$ cat src/design/wcs_pkg.sv
// shared codes, field widths and chain link type for the weighted cdf sampler
// no dependencies
`default_nettype none

package wcs_pkg;

    localparam int REQ_W    = 2;
    localparam int DATA_W   = 16;
    localparam int OUT_IDX_W = 5;
    localparam int STATUS_W = 2;

    localparam logic [REQ_W-1:0] REQ_CLEAR  = 2'd0;
    localparam logic [REQ_W-1:0] REQ_APPEND = 2'd1;
    localparam logic [REQ_W-1:0] REQ_SAMPLE = 2'd2;

    localparam logic [STATUS_W-1:0] ST_OK    = 2'd0;
    localparam logic [STATUS_W-1:0] ST_EMPTY = 2'd1;
    localparam logic [STATUS_W-1:0] ST_FULL  = 2'd2;

    typedef struct packed {
        logic valid;
        logic found;
    } link_ctl_t;

endpackage

`default_nettype wire

$ cat src/design/wcs_cell.sv
// one table entry of the search chain: holds a prefix sum and checks the passing item
// depends on wcs_pkg
`default_nettype none

module wcs_cell #(
    parameter int IDX     = 0,
    parameter int IDX_W   = 4,
    parameter int CNT_W   = 5,
    parameter int TOTAL_W = 20
) (
    input  wire                    aclk,
    input  wire                    aresetn,
    input  wire                    wr_en,
    input  wire  [TOTAL_W-1:0]     wr_data,
    input  wire  [CNT_W-1:0]       count,
    input  wcs_pkg::link_ctl_t     ctl_in,
    input  wire  [TOTAL_W-1:0]     u_in,
    input  wire  [IDX_W-1:0]       idx_in,
    output wcs_pkg::link_ctl_t     ctl_out,
    output logic [TOTAL_W-1:0]     u_out,
    output logic [IDX_W-1:0]       idx_out
);

    logic [TOTAL_W-1:0]  prefix_reg;
    wcs_pkg::link_ctl_t  ctl_reg, ctl_next;
    logic [TOTAL_W-1:0]  u_reg;
    logic [IDX_W-1:0]    idx_reg, idx_next;
    logic                in_range;
    logic                hit;

    assign in_range = CNT_W'(IDX) < count;
    assign hit      = ctl_in.valid & ~ctl_in.found & in_range & (u_in < prefix_reg);

    always_comb begin
        ctl_next.valid = ctl_in.valid;
        ctl_next.found = ctl_in.found | hit;
        idx_next       = idx_in;
        if (ctl_in.valid && !ctl_in.found && in_range) begin
            idx_next = IDX_W'(IDX);
        end
    end

    always_ff @(posedge aclk) begin
        if (!aresetn) begin
            ctl_reg <= '0;
        end else begin
            ctl_reg <= ctl_next;
        end
    end

    always_ff @(posedge aclk) begin
        u_reg   <= u_in;
        idx_reg <= idx_next;
        if (wr_en && count == CNT_W'(IDX)) begin
            prefix_reg <= wr_data;
        end
    end

    assign ctl_out = ctl_reg;
    assign u_out   = u_reg;
    assign idx_out = idx_reg;

endmodule

`default_nettype wire

$ cat src/design/weighted_cdf_sampler_top.sv
// weighted cdf sampler top level: request control, scaling multiplier, chain of table cells
// depends on wcs_pkg and wcs_cell
`default_nettype none

// Weighted-choice table of up to MAX_ENTRIES entries. Each cell of a chain holds the
// prefix sum of one entry. Clear (s_tuser 0) empties the table, append (1) adds the
// weight in s_tdata[15:0] and answers with the new entry count or a full status, and
// sample (2) scales s_tdata[31:16]/65536 by the total weight and returns the first
// entry whose prefix sum exceeds it (the last entry if none does). Clear, append, a
// sample on an empty table and the unused code go from accept straight to the done
// state; any other sample first runs the search, where the scaled value walks the
// cell chain one cell per cycle. One item is in work at a time; the result register
// lets the next item enter while a result waits on m_tready.
module weighted_cdf_sampler_top #(
    parameter int MAX_ENTRIES = 16,
    parameter int WEIGHT_BITS = 16
) (
    input  wire         aclk,
    input  wire         aresetn,
    input  wire         s_tvalid,
    output logic        s_tready,
    input  wire  [31:0] s_tdata,   // weight [15:0], draw [31:16]
    input  wire  [1:0]  s_tuser,   // req_type [1:0]
    output logic        m_tvalid,
    input  wire         m_tready,
    output logic [7:0]  m_tdata,   // chosen_index [4:0], zero [7:5]
    output logic [1:0]  m_tuser    // status [1:0]
);

    localparam int IDX_W   = $clog2(MAX_ENTRIES);
    localparam int CNT_W   = $clog2(MAX_ENTRIES + 1);
    localparam int TOTAL_W = WEIGHT_BITS + $clog2(MAX_ENTRIES);
    localparam int PROD_W  = wcs_pkg::DATA_W + TOTAL_W;

    localparam logic [1:0] S_IDLE   = 2'd0;
    localparam logic [1:0] S_SEARCH = 2'd1;
    localparam logic [1:0] S_DONE   = 2'd2;

    logic [1:0]                  state_reg, state_next;
    logic [CNT_W-1:0]            count_reg, count_next;
    logic [TOTAL_W-1:0]          total_reg, total_next;
    logic [PROD_W-1:0]           prod_reg;
    logic                        launch_reg;
    logic [wcs_pkg::OUT_IDX_W-1:0] res_idx_reg, res_idx_next;
    logic [wcs_pkg::STATUS_W-1:0]  res_st_reg, res_st_next;
    logic                        m_valid_reg;
    logic [wcs_pkg::OUT_IDX_W-1:0] m_idx_reg;
    logic [wcs_pkg::STATUS_W-1:0]  m_st_reg;

    logic [wcs_pkg::REQ_W-1:0]   req_type;
    logic [wcs_pkg::DATA_W-1:0]  weight;
    logic [wcs_pkg::DATA_W-1:0]  draw;
    logic [47:0]                 weight_wide;
    logic [WEIGHT_BITS-1:0]      weight_eff;
    logic                        accept;
    logic                        wr_en;
    logic                        launch_next;
    logic                        out_free;
    logic [31:0]                 count_wide;
    logic [31:0]                 tail_idx_wide;

    wcs_pkg::link_ctl_t          ctl_link [0:MAX_ENTRIES];
    logic [TOTAL_W-1:0]          u_link   [0:MAX_ENTRIES];
    logic [IDX_W-1:0]            idx_link [0:MAX_ENTRIES];

    assign req_type    = s_tuser;
    assign weight      = s_tdata[15:0];
    assign draw        = s_tdata[31:16];
    assign weight_wide = 48'(weight);
    assign weight_eff  = weight_wide[WEIGHT_BITS-1:0];

    assign s_tready      = (state_reg == S_IDLE);
    assign accept        = s_tvalid & s_tready;
    assign out_free      = ~m_valid_reg | m_tready;
    assign count_wide    = 32'(count_reg);
    assign tail_idx_wide = 32'(idx_link[MAX_ENTRIES]);

    always_comb begin
        state_next   = state_reg;
        count_next   = count_reg;
        total_next   = total_reg;
        res_idx_next = res_idx_reg;
        res_st_next  = res_st_reg;
        wr_en        = 1'b0;
        launch_next  = 1'b0;
        unique case (state_reg)
            S_IDLE: begin
                if (accept) begin
                    state_next   = S_DONE;
                    res_idx_next = count_wide[wcs_pkg::OUT_IDX_W-1:0];
                    res_st_next  = wcs_pkg::ST_OK;
                    case (req_type)
                        wcs_pkg::REQ_CLEAR: begin
                            count_next   = '0;
                            total_next   = '0;
                            res_idx_next = '0;
                        end
                        wcs_pkg::REQ_APPEND: begin
                            if (count_reg == CNT_W'(MAX_ENTRIES)) begin
                                res_st_next = wcs_pkg::ST_FULL;
                            end else begin
                                wr_en        = 1'b1;
                                total_next   = total_reg + TOTAL_W'(weight_eff);
                                count_next   = count_reg + CNT_W'(1);
                                res_idx_next = wcs_pkg::OUT_IDX_W'(count_wide + 32'd1);
                            end
                        end
                        wcs_pkg::REQ_SAMPLE: begin
                            if (count_reg == '0) begin
                                res_idx_next = '0;
                                res_st_next  = wcs_pkg::ST_EMPTY;
                            end else begin
                                state_next  = S_SEARCH;
                                launch_next = 1'b1;
                            end
                        end
                        default: begin
                        end
                    endcase
                end
            end
            S_SEARCH: begin
                if (ctl_link[MAX_ENTRIES].valid) begin
                    state_next   = S_DONE;
                    res_idx_next = tail_idx_wide[wcs_pkg::OUT_IDX_W-1:0];
                    res_st_next  = wcs_pkg::ST_OK;
                end
            end
            S_DONE: begin
                if (out_free) begin
                    state_next = S_IDLE;
                end
            end
            default: begin
                state_next = S_IDLE;
            end
        endcase
    end

    always_ff @(posedge aclk) begin
        if (!aresetn) begin
            state_reg   <= S_IDLE;
            count_reg   <= '0;
            total_reg   <= '0;
            launch_reg  <= 1'b0;
            m_valid_reg <= 1'b0;
        end else begin
            state_reg  <= state_next;
            count_reg  <= count_next;
            total_reg  <= total_next;
            launch_reg <= launch_next;
            if (state_reg == S_DONE && out_free) begin
                m_valid_reg <= 1'b1;
            end else if (m_tready) begin
                m_valid_reg <= 1'b0;
            end
        end
    end

    always_ff @(posedge aclk) begin
        res_idx_reg <= res_idx_next;
        res_st_reg  <= res_st_next;
        if (accept) begin
            prod_reg <= PROD_W'(draw) * PROD_W'(total_reg);
        end
        if (state_reg == S_DONE && out_free) begin
            m_idx_reg <= res_idx_reg;
            m_st_reg  <= res_st_reg;
        end
    end

    assign ctl_link[0].valid = launch_reg;
    assign ctl_link[0].found = 1'b0;
    assign u_link[0]         = prod_reg[wcs_pkg::DATA_W +: TOTAL_W];
    assign idx_link[0]       = '0;

    for (genvar i = 0; i < MAX_ENTRIES; i++) begin : g_cell
        wcs_cell #(
            .IDX     (i),
            .IDX_W   (IDX_W),
            .CNT_W   (CNT_W),
            .TOTAL_W (TOTAL_W)
        ) u_cell (
            .aclk    (aclk),
            .aresetn (aresetn),
            .wr_en   (wr_en),
            .wr_data (total_next),
            .count   (count_reg),
            .ctl_in  (ctl_link[i]),
            .u_in    (u_link[i]),
            .idx_in  (idx_link[i]),
            .ctl_out (ctl_link[i+1]),
            .u_out   (u_link[i+1]),
            .idx_out (idx_link[i+1])
        );
    end

    assign m_tvalid = m_valid_reg;
    assign m_tdata  = {3'b000, m_idx_reg};
    assign m_tuser  = m_st_reg;

    a_launch_nonempty: assert property (@(posedge aclk) disable iff (!aresetn)
        launch_reg |-> (count_reg != '0 && state_reg == S_SEARCH))
        else $error("search launched on an empty table");

    a_tail_in_search: assert property (@(posedge aclk) disable iff (!aresetn)
        ctl_link[MAX_ENTRIES].valid |-> state_reg == S_SEARCH)
        else $error("chain result outside search");

    a_count_bound: assert property (@(posedge aclk) disable iff (!aresetn)
        count_reg <= CNT_W'(MAX_ENTRIES))
        else $error("entry count beyond table size");

    a_search_stable: assert property (@(posedge aclk) disable iff (!aresetn)
        (state_reg == S_SEARCH && $past(state_reg) == S_SEARCH) |->
            ($stable(count_reg) && $stable(total_reg)))
        else $error("table changed during search");

endmodule

`default_nettype wire
$ cat config.mk
export PLATFORM = sky130hd
export DESIGN_NAME = weighted_cdf_sampler_top
export DESIGN_NICKNAME = d
export VERILOG_FILES = /design/src/design/wcs_pkg.sv /design/src/design/wcs_cell.sv /design/src/design/weighted_cdf_sampler_top.sv
export SDC_FILE = /design/constraint.sdc
export NUM_CORES = 2
export LEC_CHECK = 0
export ABC_AREA = 1
export BUFFER_PORTS_ARGS = -buffer_cell sky130_fd_sc_hd__clkbuf_2
export CAP_MARGIN = 20
export CELL_PAD_IN_SITES_DETAIL_PLACEMENT = 1
export CELL_PAD_IN_SITES_GLOBAL_PLACEMENT = 2
export CORE_UTILIZATION = 45
export DETAILED_ROUTE_END_ITERATION = 7
export GPL_ROUTABILITY_DRIVEN = 1
export GPL_TIMING_DRIVEN = 0
export PLACE_DENSITY = 0.84
export SYNTH_ARGS = -nofsm -noshare
export SYNTH_HDL_FRONTEND = slang
export SYNTH_SLANG_ARGS = --single-unit
$ cat constraint.sdc
create_clock -name aclk -period 12.9 [get_ports aclk]
set_clock_uncertainty 0.1 [all_clocks]
set_input_delay 3.87 -clock aclk [delete_from_list [all_inputs] [get_ports aclk]]
set_output_delay 3.87 -clock aclk [all_outputs]
set_load 0.005 [all_outputs]
======== Word level (Yosys, flattened, before mapping) ========
Cells that the tools add are included.
operators by class
  add/subtract/negate cells ............... 3
  $mul .................................... 1
  divide/modulo/power cells ............... 0
  $lt $le $gt $ge ......................... 31
  eq/ne operators ......................... 23
  shift-type cells ........................ 0
  muxes and demuxes ....................... 32
  bitwise gates (word level) .............. 75
  reductions and logical operators ........ 71
operators with widths
  cell                                                        count
  less-than comparator 20 bit                                 15
  2-to-1 mux 20 bit                                           3
  logical AND 1 bit                                           46
  bitwise AND 1 bit                                           45
  less-than comparator 4 x 5 -> 1 bit (first input constant)  8
  case mux 20 bit (2 select lines)                            1
  multiplier 16 x 20 -> 36 bit                                1
  equality test 5 x 4 -> 1 bit (second input constant)        7
  2-to-1 mux 5 bit                                            5
  adder 20 x 16 -> 20 bit                                     1
  equality test 5 x 3 -> 1 bit (second input constant)        4
  less-than comparator 3 x 5 -> 1 bit (first input constant)  4
  case mux 5 bit (2 select lines)                             2
  2-to-1 mux 2 bit                                            8
  logical NOT 1 bit                                           15
  inverter 1 bit                                              15
  OR 1 bit                                                    15
  case mux 5 bit (3 select lines)                             1
  adder 5 x 1 -> 5 bit (second input constant)                2
  equality test 5 x 2 -> 1 bit (second input constant)        2
  less-than comparator 1 x 5 -> 1 bit (first input constant)  2
  less-than comparator 2 x 5 -> 1 bit (first input constant)  2
  2-to-1 mux 1 bit                                            9
  case mux 2 bit (2 select lines)                             2
  12 further kinds                                            21
word-level totals
  register bits ........................... 739
  bits in latches ......................... 0
  RAM bits ................................ 0
  memory bits (read-only) ................. 0
  input bits .............................. 38
  output and inout bits ................... 12
  memories ................................ 0

======== Logic depth before layout (Yosys ltp) ========
  depth in word-level cells ............... 6
  gate-level depth with buffers ........... 27
  gate-level depth less buffers ........... 25

======== Modules after synthesis ========
A second synthesis with hierarchy kept.
second synthesis, totals
  cells, all modules ...................... 4538
  area, all modules ....................... 42861.1 um2
by module, submodules not included
  module                         times used  cells each  area an instance (um2)  sequential area each (um2)
  weighted_cdf_sampler_top       1           1919        14441.4                 1601.5
  wcs_cell at g_cell[9].u_cell   1           165         1800.5                  1121.1
  wcs_cell at g_cell[4].u_cell   1           168         1798.0                  1121.1
  wcs_cell at g_cell[12].u_cell  1           167         1795.5                  1121.1
  wcs_cell at g_cell[11].u_cell  1           163         1788.0                  1121.1
  wcs_cell at g_cell[8].u_cell   1           166         1783.0                  1121.1
  wcs_cell at g_cell[10].u_cell  1           164         1780.5                  1121.1
  wcs_cell at g_cell[14].u_cell  1           163         1778.0                  1121.1
  wcs_cell at g_cell[2].u_cell   1           167         1778.0                  1121.1
  wcs_cell at g_cell[5].u_cell   1           163         1775.5                  1121.1
  wcs_cell at g_cell[6].u_cell   1           162         1773.0                  1121.1
  wcs_cell at g_cell[1].u_cell   1           164         1769.2                  1121.1
  wcs_cell at g_cell[3].u_cell   1           163         1769.2                  1121.1
  wcs_cell at g_cell[0].u_cell   1           163         1764.2                  1121.1
  +3 rows                        --          --          --                      --

======== Worst setup path before layout ========
No wires, ideal clock.
  path kind ............................... input to register
  from .................................... input port s_tdata[25]
  to ...................................... register prod_reg[25] (data pin)
  arrival time ............................ 8.703 ns
  path slack .............................. 3.844 ns
  stages .................................. 23
  buffers on the path ..................... 1
  cells stage by stage .................... clkbuf_1 nand2_1 fa_1 inv_1 fa_1 inv_1 fa_1 inv_1 fa_1 fa_1 inv_1 fa_1 inv_1 ha_1 a21oi_1 nor2_1 nor2_1 a21boi_0 o21ai_2 a21oi_1 inv_1 nand2_1 nand2_1
between the ends
  longest elaborated chain between the ends .. 1
RTL lines
  item                          line                             text
  start: declaration            weighted_cdf_sampler_top.sv:22   input wire [31:0] s_tdata,
  multiplier 16 x 20 -> 36 bit  weighted_cdf_sampler_top.sv:164  prod_reg <= PROD_W'(draw) * PROD_W'(total_reg);
  end signal: assignment        weighted_cdf_sampler_top.sv:164
  end: declaration              weighted_cdf_sampler_top.sv:42   logic [PROD_W-1:0] prod_reg;
Every way passes these cells.
A chain may end at the register's enable or synchronous reset.

======== Worst setup path in the final report ========
  from .................................... input port s_tdata[23]
  to ...................................... register prod_reg[25] (data pin)
The elaborated chain is that of the path after synthesis.

==> reports/metrics.cfg <==
[synth]
ys_seq_area_frac = 0.458
synth-adder-area-share = 0.261
synth_compound_area_frac = 0.0602
ys_ff_latch = 723
netlist_area_um2 = 38900
synth.top_cells.by_area = edfxtp_1 (26%), dfxtp_1 (20%), ha_1 (13%), fa_1 (13%), inv_1 (8.8%)
synth_xor_area_frac = 0.00293
synth_warnings = 0
synth_ff_type = dfxtp_1
synth_top_family_by_area = adder cells
synthMuxAreaShare = 0
synth_top_area_cell = edfxtp_1
yosysMostFrequentCell = inv_1
ys_types = 48
synthTopCellsByCount = inv_1 (914), nand2_1 (741), ha_1 (413), dfxtp_1 (389), edfxtp_1 (334)
synth-simple-area-share = 0.118
netlist_instances = 3935
synth_edf_count = 334
avgSynthCellArea_um2 = 9.89
yosysTopAreaCellShare = 0.258
async_flop_share = 0

[global_routing]
grt-ovfl-total = 0
grtUsageTotal = 0.244
grt_pass1_vias = 28300
antenna_found_initial = 5
grt_max_degree = 24
grt_pass1_wl_um = 160000

[critical_path]
path_class = in -> reg
r2r_slack_ns = 5.79
r2r_start = total_reg[12]$_SDFF_PN0_
arrival_ns = 9.80
start_kind = input pin
crit_fanout = 10
endpoint_kind = register
rr_worst_depth = 20
critPathRequiredTime_ns = 13.18
r2r_end = prod_reg[30]$_DFFE_PP_

[power_and_ir_drop]
peakVddDrop_v = 0.000103
finalPower_mw = 5.45
p_per_area_nw_per_um2 = 126
p_leak_nw = 21.6

[sta]
rsz0062_at_grt = no
fin_crit_ns = 9.52
slew_headroom = 0.223
fmax_mhz = 105
finalSetupViolations = 0
min_period_over_period = 0.738
whs_ns = 0.230
worst_slew_pin_slew_ns = 1.16
fin_tns_setup_ns = 0
final_hold_viol_count = 0
slew_viol_final = 0

[placement]
placed_area_um2 = 40800
place_inst = 5128
hpwl_um = 82000
place.gp.congestion = 0.860
port_buffers = 30

[floorplan]
die_w_um = 296
start_util = 0.456
rows = 107
core_area_um2 = 85400
die-height_um = 296
die_area_um2 = 87700
ioPinCount = 50

[finish]
syn_to_final_growth_pct = 11.5
antenna_cells = 0
largest_reg_flops = 300
final_layout_size_suffix_gt1_frac = 0.0653
fin_nets = 4762
final_area_um2 = 43400
fin_cells = 5266

[status]
outcome = completed

[cts]
post-cts-setup-buffers = 0
clk_pin_slew_ns = 0.06
root_buffer = clkbuf_16
cts_buffer_depth = 3
htreeDepth = 3
cts_resized = 0
clk_latency_ns = 0.64
numCtsBuffers = 74
clock_sinks = 723
ctsHoldBuffers = 0
cts_tree = yes

[drt]
wl_met3_um = 3840
dr_total_vias = 26200
firstDrtPassIters = 5
wl_um = 104000
drtIter0Drc = 1182
drc = 0
wl_met1_um = 42600
avgRoutedWirePerCell_um = 19.7
ant_nets = 0
dr_wl_met2_um = 54500
highest_layer = met5
via_per_inst = 4.97

[hold_path]
whs_path_depth = 0
hold_class = reg -> reg
holdPathEnd = g_cell[13].u_cell.u_out[0]$_DFF_P_
hold_start = g_cell[12].u_cell.u_out[0]$_DFF_P_

[job]
cap_violations = 0

## power breakdown
| group | leakage, nW | internal, mW | switching (mW) |
|---|---|---|---|
| Clock | 1.25 | 1.31 | 0.923 |
| Combinational | 14.1 | 0.206 | 0.384 |
| Sequential | 6.34 | 2.54 | 0.0910 |
| Total | 21.6 | 4.05 | 1.40 |
## cell families after synthesis
family / count (synthesis)
AO/OA/AOI/OAI: 415
XOR/XNOR: 13
adder cells (fa/ha/maj): 663
buffers and inverters: 1015
flip-flops: 723
other: 1
AND/OR/NAND/NOR: 1105
## worst max-delay path by stage
stage,start,cells past startpoint,slack [ns],to
final,s_tdata[23],23,3.38,prod_reg[25]$_DFFE_PP_
after global routing,s_tdata[23],23,3.09,prod_reg[25]$_DFFE_PP_
after CTS,s_tdata[23],23,3.39,prod_reg[25]$_DFFE_PP_
after detailed placement,s_tdata[23],23,2.77,prod_reg[25]$_DFFE_PP_
after global placement,s_tdata[23],23,2.80,prod_reg[25]$_DFFE_PP_
after floorplan,s_tdata[25],23,3.84,prod_reg[25]$_DFFE_PP_
## layer usage
layer,global-route usage,up-vias
met5,0,-
met4,0.0720,6
met3,0.0381,171
met2,0.449,380
met1,0.291,13000
li1,-,12600
## layout make-up
class,instances,area [um^2]
fillers,9583,42000
flip-flops and latches,723,17800
well taps,1144,1430
clock buffers,102,2110
clock inverters,35,445
inverters,926,3480
repair buffers,48,400
plain buffers,89,399
multi-input cells,2199,17300
## cells in the final DEF, fill, tap and decap left out, types with 32 or more instances in the layout
master,count
a21oi_1,221
clkbuf_1,88
clkbuf_16,79
clkbuf_2,32
dfxtp_1,389
edfxtp_1,334
fa_1,250
ha_1,413
inv_1,914
nand2_1,741
nand3_1,46
nand4_1,39
nor2_1,168
o21ai_0,89
## metrics by stage
| stage | worst slack (ns) | util |
|---|---|---|
| CTS | 3.39 | 0.508 |
| floorplan | 3.84 | - |
| detailed placement | 2.77 | 0.478 |
| global route | 3.09 | 0.508 |
| global placement | 2.80 | 0.474 |
| finish | 3.38 | 0.508 |
## worst max-delay path: stages
cell,delay (ns)
clkbuf_1,0.68
nand2_1,0.15
fa_1,0.51
inv_1,0.06
fa_1,0.50
inv_1,0.05
fa_1,0.48
inv_1,0.07
fa_1,0.53
fa_1,0.55
inv_1,0.07
fa_1,0.58
inv_1,0.05
ha_1,0.32
a21oi_1,0.21
nor2_1,0.06
nor2_1,0.17
a21boi_0,0.24
o21ai_2,0.14
a21oi_1,0.28
inv_1,0.09
nand2_1,0.06
nand2_1,0.04
Note: power is estimated with default switching activity, not from simulation.
